===== src/point_in_polygon_ray_cast_macros.svh =====
// assertion macros for the point in polygon ray cast block
`ifndef POINT_IN_POLYGON_RAY_CAST_MACROS_SVH
`define POINT_IN_POLYGON_RAY_CAST_MACROS_SVH

`ifndef NO_ASSERTIONS

`define PIPR_ASSERT(label, clk, rst_n, ante, cons) \
	label: assert property (@(posedge clk) disable iff (!rst_n) (ante) |-> (cons)) \
		else $error("pipr assertion failed");

`define PIPR_ASSERT_NEXT(label, clk, rst_n, ante, cons) \
	label: assert property (@(posedge clk) disable iff (!rst_n) (ante) |=> (cons)) \
		else $error("pipr assertion failed");

`else

`define PIPR_ASSERT(label, clk, rst_n, ante, cons)

`define PIPR_ASSERT_NEXT(label, clk, rst_n, ante, cons)

`endif

`endif


===== src/pipr_pkg.sv =====
// shared types and constants of the point in polygon ray cast block
package pipr_pkg;

	localparam int COORD_BITS = 32;
	localparam int DIST_BITS  = 32;

	typedef struct packed {
		logic signed [COORD_BITS-1:0] query_x;
		logic signed [COORD_BITS-1:0] query_y;
		logic signed [COORD_BITS-1:0] vertex_x;
		logic signed [COORD_BITS-1:0] vertex_y;
		logic                         last_vertex;
	} pipr_vtx_t;

	typedef struct packed {
		logic                 inside_res;
		logic [DIST_BITS-1:0] distance;
	} pipr_res_t;

	typedef enum logic [2:0] {
		ST_IDLE,
		ST_SCREEN,
		ST_MUL,
		ST_COMB,
		ST_SAT,
		ST_DIV,
		ST_MIN,
		ST_END
	} pipr_state_t;

	typedef struct packed {
		logic load;
		logic init;
		logic mul_setup;
		logic mul_step;
		logic combine;
		logic sat_check;
		logic div_step;
		logic update_min;
		logic end_item;
		logic emit;
	} pipr_cmd_t;

	typedef struct packed {
		logic first;
		logic straddle;
		logic mul_done;
		logic crossing;
		logic sat;
		logic div_done;
		logic last;
		logic res_busy;
	} pipr_sts_t;

endpackage


===== src/pipr_ctrl.sv =====
// sequencer for one vertex item: screen, multiply, combine, divide, update
module pipr_ctrl (
	input  logic                clk,
	input  logic                arst_n,
	input  logic                vtx_valid,
	output logic                vtx_ready,
	input  pipr_pkg::pipr_sts_t sts,
	output pipr_pkg::pipr_cmd_t cmd
);

	pipr_pkg::pipr_state_t state_q, state_d;

	always_ff @(posedge clk or negedge arst_n) begin
		if (!arst_n) begin
			state_q <= pipr_pkg::ST_IDLE;
		end else begin
			state_q <= state_d;
		end
	end

	always_comb begin
		cmd       = '0;
		vtx_ready = 1'b0;
		state_d   = state_q;
		unique case (state_q)
			pipr_pkg::ST_IDLE: begin
				vtx_ready = 1'b1;
				if (vtx_valid) begin
					cmd.load = 1'b1;
					state_d  = pipr_pkg::ST_SCREEN;
				end
			end
			pipr_pkg::ST_SCREEN: begin
				priority if (sts.first) begin
					cmd.init = 1'b1;
					state_d  = pipr_pkg::ST_END;
				end else if (sts.straddle) begin
					cmd.mul_setup = 1'b1;
					state_d       = pipr_pkg::ST_MUL;
				end else begin
					state_d = pipr_pkg::ST_END;
				end
			end
			pipr_pkg::ST_MUL: begin
				cmd.mul_step = 1'b1;
				if (sts.mul_done) begin
					state_d = pipr_pkg::ST_COMB;
				end
			end
			pipr_pkg::ST_COMB: begin
				cmd.combine = 1'b1;
				state_d     = sts.crossing ? pipr_pkg::ST_SAT : pipr_pkg::ST_END;
			end
			pipr_pkg::ST_SAT: begin
				cmd.sat_check = 1'b1;
				state_d       = sts.sat ? pipr_pkg::ST_MIN : pipr_pkg::ST_DIV;
			end
			pipr_pkg::ST_DIV: begin
				cmd.div_step = 1'b1;
				if (sts.div_done) begin
					state_d = pipr_pkg::ST_MIN;
				end
			end
			pipr_pkg::ST_MIN: begin
				cmd.update_min = 1'b1;
				state_d        = pipr_pkg::ST_END;
			end
			pipr_pkg::ST_END: begin
				cmd.end_item = 1'b1;
				// a closing vertex waits here until the result register is free
				if (!sts.last) begin
					state_d = pipr_pkg::ST_IDLE;
				end else if (!sts.res_busy) begin
					cmd.emit = 1'b1;
					state_d  = pipr_pkg::ST_IDLE;
				end
			end
		endcase
	end

endmodule


===== src/pipr_dp.sv =====
// datapath: polygon state, shift-add multipliers, restoring divider, result register
`include "point_in_polygon_ray_cast_macros.svh"

module pipr_dp (
	input  logic                clk,
	input  logic                arst_n,
	input  pipr_pkg::pipr_vtx_t vtx_data,
	input  pipr_pkg::pipr_cmd_t cmd,
	output pipr_pkg::pipr_sts_t sts,
	input  logic                res_ready,
	output logic                res_valid,
	output pipr_pkg::pipr_res_t res_data
);

	localparam int CW      = pipr_pkg::COORD_BITS;
	localparam int DB      = pipr_pkg::DIST_BITS;
	localparam int MW      = 2 * CW + 1;
	localparam int NW      = 2 * CW + 2;
	localparam int SW      = CW + DB;
	localparam int DW      = (NW > SW + 1) ? NW : SW + 1;
	localparam int CNT_MAX = (DB > CW) ? DB : CW;
	localparam int CNTW    = $clog2(CNT_MAX);

	pipr_pkg::pipr_vtx_t item_q;
	pipr_pkg::pipr_res_t res_data_q;

	logic signed [CW-1:0] hqx_q, hqy_q, prev_x_q, prev_y_q;
	logic                 awaiting_q, odd_q, res_valid_q;
	logic [DB-1:0]        least_q, quo_q;
	logic [CW:0]          mag_l_q, mag_u_q, q_q;
	logic [CW-1:0]        mw_q, mp_q;
	logic                 al_neg_q, au_neg_q, sat_q;
	logic [MW-1:0]        tl_q, tu_q;
	logic [NW-1:0]        rem_q;
	logic [SW-1:0]        dsh_q;
	logic [CNTW-1:0]      cnt_q;

	// screening of the edge from the previous vertex to this one
	logic              up1, up2, both_left;
	logic signed [CW-1:0] xu, yu, xl, yl;
	logic [CW:0]       al, au, p_full, w_full, q_full, mag_l, mag_u;

	assign up1       = prev_y_q >= hqy_q;
	assign up2       = item_q.vertex_y >= hqy_q;
	assign both_left = (prev_x_q < hqx_q) && (item_q.vertex_x < hqx_q);

	always_comb begin
		if (up1) begin
			xu = prev_x_q;
			yu = prev_y_q;
			xl = item_q.vertex_x;
			yl = item_q.vertex_y;
		end else begin
			xu = item_q.vertex_x;
			yu = item_q.vertex_y;
			xl = prev_x_q;
			yl = prev_y_q;
		end
	end

	assign al     = {xl[CW-1], xl} - {hqx_q[CW-1], hqx_q};
	assign au     = {xu[CW-1], xu} - {hqx_q[CW-1], hqx_q};
	assign p_full = {hqy_q[CW-1], hqy_q} - {yl[CW-1], yl};
	assign w_full = {yu[CW-1], yu} - {hqy_q[CW-1], hqy_q};
	assign q_full = {yu[CW-1], yu} - {yl[CW-1], yl};
	assign mag_l  = al[CW] ? (~al + 1'b1) : al;
	assign mag_u  = au[CW] ? (~au + 1'b1) : au;

	// signed combination of the two cross products
	logic [NW-1:0] op_a, op_b, sum;
	logic          sub, crossing;

	assign sub      = al_neg_q | au_neg_q;
	assign op_a     = al_neg_q ? NW'(tu_q) : NW'(tl_q);
	assign op_b     = al_neg_q ? NW'(tl_q) : NW'(tu_q);
	assign sum      = sub ? (op_a - op_b) : (op_a + op_b);
	assign crossing = sub ? (!sum[NW-1] && (sum != '0)) : (sum != '0);

	// divider compares
	logic          sat, ge;
	logic [DW-1:0] diff;
	logic [DB-1:0] dist_val;

	assign sat      = DW'(rem_q) >= DW'({q_q, {DB{1'b0}}});
	assign ge       = DW'(rem_q) >= DW'(dsh_q);
	assign diff     = DW'(rem_q) - DW'(dsh_q);
	assign dist_val = sat_q ? '1 : quo_q;

	always_ff @(posedge clk) begin
		if (cmd.load) begin
			item_q <= vtx_data;
		end
		if (cmd.mul_setup) begin
			mag_l_q  <= mag_l;
			mag_u_q  <= mag_u;
			al_neg_q <= al[CW];
			au_neg_q <= au[CW];
			mw_q     <= w_full[CW-1:0];
			mp_q     <= p_full[CW-1:0];
			q_q      <= q_full;
			tl_q     <= '0;
			tu_q     <= '0;
			cnt_q    <= CNTW'(CW - 1);
		end
		if (cmd.mul_step) begin
			tl_q  <= {tl_q[MW-2:0], 1'b0} + (mw_q[CW-1] ? MW'(mag_l_q) : '0);
			tu_q  <= {tu_q[MW-2:0], 1'b0} + (mp_q[CW-1] ? MW'(mag_u_q) : '0);
			mw_q  <= {mw_q[CW-2:0], 1'b0};
			mp_q  <= {mp_q[CW-2:0], 1'b0};
			cnt_q <= cnt_q - 1'b1;
		end
		if (cmd.combine) begin
			rem_q <= sum;
		end
		if (cmd.sat_check) begin
			sat_q <= sat;
			dsh_q <= {q_q, {(DB-1){1'b0}}};
			quo_q <= '0;
			cnt_q <= CNTW'(DB - 1);
		end
		if (cmd.div_step) begin
			if (ge) begin
				rem_q <= NW'(diff);
			end
			quo_q <= {quo_q[DB-2:0], ge};
			dsh_q <= dsh_q >> 1;
			cnt_q <= cnt_q - 1'b1;
		end
		if (cmd.emit) begin
			res_data_q.inside_res <= odd_q;
			res_data_q.distance   <= odd_q ? least_q : '0;
		end
	end

	always_ff @(posedge clk or negedge arst_n) begin
		if (!arst_n) begin
			awaiting_q  <= 1'b1;
			hqx_q       <= '0;
			hqy_q       <= '0;
			prev_x_q    <= '0;
			prev_y_q    <= '0;
			odd_q       <= 1'b0;
			least_q     <= '1;
			res_valid_q <= 1'b0;
		end else begin
			if (cmd.init) begin
				hqx_q      <= item_q.query_x;
				hqy_q      <= item_q.query_y;
				odd_q      <= 1'b0;
				least_q    <= '1;
				awaiting_q <= 1'b0;
			end
			if (cmd.combine && crossing) begin
				odd_q <= ~odd_q;
			end
			if (cmd.update_min && (dist_val < least_q)) begin
				least_q <= dist_val;
			end
			if (cmd.end_item) begin
				prev_x_q <= item_q.vertex_x;
				prev_y_q <= item_q.vertex_y;
			end
			if (cmd.emit) begin
				awaiting_q  <= 1'b1;
				res_valid_q <= 1'b1;
			end else if (res_ready) begin
				res_valid_q <= 1'b0;
			end
		end
	end

	always_comb begin
		sts          = '0;
		sts.first    = awaiting_q;
		sts.straddle = (up1 != up2) && !both_left;
		sts.mul_done = cnt_q == '0;
		sts.crossing = crossing;
		sts.sat      = sat;
		sts.div_done = cnt_q == '0;
		sts.last     = item_q.last_vertex;
		sts.res_busy = res_valid_q && !res_ready;
	end

	assign res_valid = res_valid_q;
	assign res_data  = res_data_q;

	`PIPR_ASSERT(a_emit_free, clk, arst_n, cmd.emit, !(res_valid_q && !res_ready))
	`PIPR_ASSERT(a_div_nosat, clk, arst_n, cmd.div_step, !sat_q)
	`PIPR_ASSERT(a_rem_bound, clk, arst_n, cmd.div_step, DW'(rem_q) < DW'({dsh_q, 1'b0}))
	`PIPR_ASSERT(a_out_zero, clk, arst_n, res_valid_q && !res_data_q.inside_res, res_data_q.distance == '0)
	`PIPR_ASSERT_NEXT(a_emit_rearm, clk, arst_n, cmd.emit, awaiting_q && res_valid_q)

endmodule


===== src/point_in_polygon_ray_cast.sv =====
// top level of the point in polygon ray cast block
//
// vtx channel: one item per polygon vertex, valid/ready. the query point is taken
// from the first item of a polygon; last_vertex closes the polygon. edges join
// consecutive vertices only, the path is not closed.
// res channel: one item per polygon, sent after its closing vertex: inside_res is
// the parity of crossings strictly right of the query point, distance the floored
// nearest crossing distance (saturated) when inside, else zero.
// one vertex is in work at a time; vtx_ready is high only between vertices.
// per vertex, a first vertex or an edge that cannot cross goes from screening to
// the end step; other edges run the multipliers and combine, and a crossing then
// the saturation check, the divider unless it saturates, and the min update. the
// cross products come from two shift-add multipliers at one bit a cycle and the
// distance from a restoring divider at one quotient bit a cycle.
// the result appears in the cycle after the closing vertex finishes. a result that
// waits on res_ready does not block the next vertices; only the next closing
// vertex holds until the result register is free.
// reset clears the polygon state and drops any result not yet taken.
module point_in_polygon_ray_cast (
	input  logic                clk,
	input  logic                arst_n,
	input  logic                vtx_valid,
	output logic                vtx_ready,
	input  pipr_pkg::pipr_vtx_t vtx_data,
	output logic                res_valid,
	input  logic                res_ready,
	output pipr_pkg::pipr_res_t res_data
);

	pipr_pkg::pipr_cmd_t cmd;
	pipr_pkg::pipr_sts_t sts;

	pipr_ctrl u_ctrl (
		.clk       (clk),
		.arst_n    (arst_n),
		.vtx_valid (vtx_valid),
		.vtx_ready (vtx_ready),
		.sts       (sts),
		.cmd       (cmd)
	);

	pipr_dp u_dp (
		.clk       (clk),
		.arst_n    (arst_n),
		.vtx_data  (vtx_data),
		.cmd       (cmd),
		.sts       (sts),
		.res_ready (res_ready),
		.res_valid (res_valid),
		.res_data  (res_data)
	);

endmodule

===== config.mk =====
export PLATFORM = sky130hd
export DESIGN_NAME = point_in_polygon_ray_cast
export DESIGN_NICKNAME = d
export VERILOG_FILES = /design/src/pipr_pkg.sv /design/src/pipr_ctrl.sv /design/src/pipr_dp.sv /design/src/point_in_polygon_ray_cast.sv
export VERILOG_INCLUDE_DIRS = /design/src /design/src/src
export SDC_FILE = /design/constraint.sdc
export NUM_CORES = 2
export LEC_CHECK = 0
export BUFFER_PORTS_ARGS = -buffer_cell sky130_fd_sc_hd__buf_2
export CAP_MARGIN = 0
export CORE_MARGIN = 3
export CORE_UTILIZATION = 56
export CTS_CLUSTER_DIAMETER = 120
export DETAILED_ROUTE_END_ITERATION = 8
export GPL_ROUTABILITY_DRIVEN = 0
export PLACE_DENSITY = 0.77
export SYNTH_ARGS = -nofsm -noshare
export SYNTH_HDL_FRONTEND = slang
export SYNTH_SLANG_ARGS = --single-unit

===== constraint.sdc =====
create_clock -name clk -period 9.4 [get_ports clk]
set_clock_uncertainty 0.05 [all_clocks]
set_input_delay 0.94 -clock clk [delete_from_list [all_inputs] [get_ports clk]]
set_output_delay 0.94 -clock clk [all_outputs]
set_load 0.02 [all_outputs]

==> flow_summary.json <==
{
  "syn_avg_cell_area_sq_um": 8.774,
  "cts_resized": 0,
  "antenna_found_initial": 0,
  "layout_common_cells": "922 x nand2_1, 556 x edfxtp_1, 544 x nor2_1, 531 x o21ai_0, 514 x ha_1",
  "num_rows": 119,
  "cts_buffer_depth": 3,
  "first_iter_violations": 5241,
  "finalWorstPathRequiredPeriod_ps": 8385,
  "arrival_ps": 8920,
  "synth_edf_count": 556,
  "port_buffers": 167,
  "dpl_cell_area_sq_um": 62140,
  "fmax_mhz": 119.3,
  "ys.flop_type": "edfxtp_1",
  "finalMaxSlewViolations": 0,
  "cts_buffers": 89,
  "criticalPathCategory": "register to register",
  "wirelength_microns": 163600,
  "wire_per_inst_microns": 19.61,
  "grt_pass1_wl_microns": 259300,
  "hp-class": "input port to async pin",
  "layout-drive-gt1-share_pct": 8.213,
  "syn_area_sq_um": 60310,
  "nets": 7531,
  "grt_max_degree": 105,
  "cts_hold_buf": 0,
  "fin_tns_setup_ps": 0,
  "final_common_cell": "nand2_1",
  "cts_setup_buffers": 0,
  "cp.required_ps": 9930,
  "start_util_pct": 56.89,
  "synthCells": 6873,
  "drc_errors": 0,
  "cp-start-kind": "register",
  "via_per_inst": 6.204,
  "synth.yosys.seq_area_share_pct": 36.93,
  "die_y_microns": 334.2,
  "synthArstFlopShare_pct": 20.99,
  "endpoint_kind": "register",
  "cts_tree": "done",
  "grt_setup_unrepaired": "no",
  "vias": 51757,
  "cts.clk_slew.worst_paths_ps": 60,
  "status": "finished clean",
  "fp.dieW_microns": 334.2,
  "clock_latency_ps": 700,
  "root_buffer": "clkbuf_16",
  "dpl.hpwl_microns": 122100,
  "slew_headroom_pct": 24.26,
  "core_sq_um": 106000,
  "track_usage_pct": 28.47,
  "hold_viol_final": 0,
  "synth_cell_type_count": 112,
  "first_pass_iters": 6,
  "max_cap_viol_count": 0,
  "grt_overflow_total": 0,
  "ys_ff_latch": 791,
  "grt_pass1_vias": 48483,
  "worst_slew_pin_slew_ps": 1124,
  "finalSetupViolCount": 0,
  "ys_warn_count": 0,
  "cts_sinks": 791,
  "postRouteAntennaNets": 0,
  "fin_crit_sh_pct": 89.20,
  "areaGrowthSynthToFinish_pct": 8.210,
  "worst-path-max-fanout": 60,
  "pin_count": 168,
  "diodes": 0,
  "syn_nets": 7528,
  "design_area_sq_um": 65260,
  "die_area_sq_um": 111700,
  "htreeDepth": 3
}
[registers in the layout, indices dropped and copies added (netlist names), 3 cells and up]
name and flops:
u_dp.rem_q 66, u_dp.tu_q 65, u_dp.mag_u_q 33, u_dp.dsh_q 64, u_dp.item_q 128, u_ctrl.state_q 3, u_dp.cnt_q 5, u_dp.prev_x_q 32
u_dp.hqy_q 32, u_dp.quo_q 32, u_dp.mw_q 32, u_dp.hqx_q 32, u_dp.q_q 33, u_dp.mag_l_q 33, u_dp.least_q 32, u_dp.prev_y_q 32
u_dp.res_data 33, u_dp.mp_q 32, u_dp.tl_q 65
[cell type report]
cell class	count	area, sq um
fillers	8887	40760
flip-flops and latches	791	22270
well taps	1391	1740
clock buffers	125	2589
clock inverters	42	524.3
inverters	362	1361
repair buffers	208	1165
multi-input cells	5424	35600
[metrics by stage]
| step | setup WS, ps | std cells | utilization (%) | hold WS [ps] |
|---|---|---|---|---|
| floorplan | 592.9 | 6873 | - | 376.0 |
| global placement | 1408 | 8176 | 58.62 | 380.5 |
| detailed placement | 1260 | 8176 | 58.62 | 388.4 |
| CTS | 1221 | 8343 | 61.56 | 149.9 |
| global route | 587.3 | 8343 | 61.56 | 198.2 |
| finish | 1015 | 8343 | 61.56 | 169.4 |
[path summary, 6_finish.rpt]
| path | startpoint | to | slack [ps] | cells after the start |
|---|---|---|---|---|
| worst max-delay path | u_dp.al_neg_q$_DFFE_PP_ | u_ctrl.state_q[0]$_DFFE_PN0P_ | 1020 | 26 |
| worst min-delay path | arst_n | u_dp.hqx_q[23]$_DFFE_PN0P_ | 170 | 1 |
| worst max register to register | u_dp.al_neg_q$_DFFE_PP_ | u_ctrl.state_q[0]$_DFFE_PN0P_ | 1020 | 26 |
| worst min register to register | u_dp.item_q[112]$_DFFE_PP_ | u_dp.hqx_q[15]$_DFFE_PN0P_ | 400 | 2 |
| max in group asynchronous | arst_n | u_ctrl.state_q[1]$_DFFE_PN0P_ | 7070 | 3 |
| min in group clk | vtx_data[0] | u_dp.sts[1]$_DFFE_PP_ | 370 | 1 |
[critical path, cell delays in order (launching register included)]
cell and delay [ps]:
edfxtp_1 710, buf_4 540, buf_4 650, a21oi_1 170, nor4b_2 280, and2b_1 220
nand4bb_2 260, nor4b_4 420, nand2b_1 210, nor3_2 310, nand2_1 150, or2_2 330
o31ai_1 250, xnor2_1 120, ha_1 470, and2_1 260, nand3_1 110, nor2_1 250
nand2_1 80, or4_1 510, o21ai_0 270, o2111ai_1 170, nor3_1 210, nand4_1 150
nor4b_2 610, o21ai_1 180, a221oi_1 310
[synthesized netlist by cell type (42+ instances only)]
library cell	count	area (sq um)
mux2_2	65	732.0
maj3_1	47	470.5
nand3_1	94	470.5
xnor2_1	245	2146
mux2i_1	74	740.7
dfxtp_1	69	1381
a31oi_1	48	300.3
inv_1	361	1355
ha_1	514	6431
nor3_1	130	650.6
edfxtp_1	556	16700
clkbuf_1	258	968.4
a21o_1	261	1959
and3_1	92	575.6
o21a_1	59	442.9
nor2b_1	93	581.8
xor2_1	217	1901
o21ai_0	531	2658
nor2_1	547	2053
nand2_1	927	3480
nand4_1	103	644.4
and2_1	134	838.3
dfrtp_1	133	3328
a21oi_1	495	2477
nand2b_1	89	556.8
or2_2	55	344.1
o31ai_1	47	352.8
a211oi_1	42	315.3
[routing by layer]
| metal | track usage, % | part of all wire [%] | up-vias |
|---|---|---|---|
| met5 | 0 | 0 | - |
| met1 | 40.57 | 44 | 24505 |
| li1 | - | - | 24617 |
| met4 | 9.971 | 3.5 | 0 |
| met2 | 43.81 | 44 | 2296 |
| met3 | 4.926 | 9.3 | 339 |
[logic make-up (layout without fill, tap and decap cells)]
group                      Yosys count  in the layout  synth area share [%]
AOI/OAI and AO/OA                 1810           1810                 18.77
xor gates and xnor gates           462            462                 6.710
buffers and inverters              658            737                 4.152
muxes                              139            139                 2.442
DFF                                791            791                 36.93
and+or+nand+nor                   2444           2444                 19.28
adders and majority gates          569            569                 11.71
Power is not shown: default switching activity piles up to over one toggle a cycle in this logic, so the estimate is an artifact.
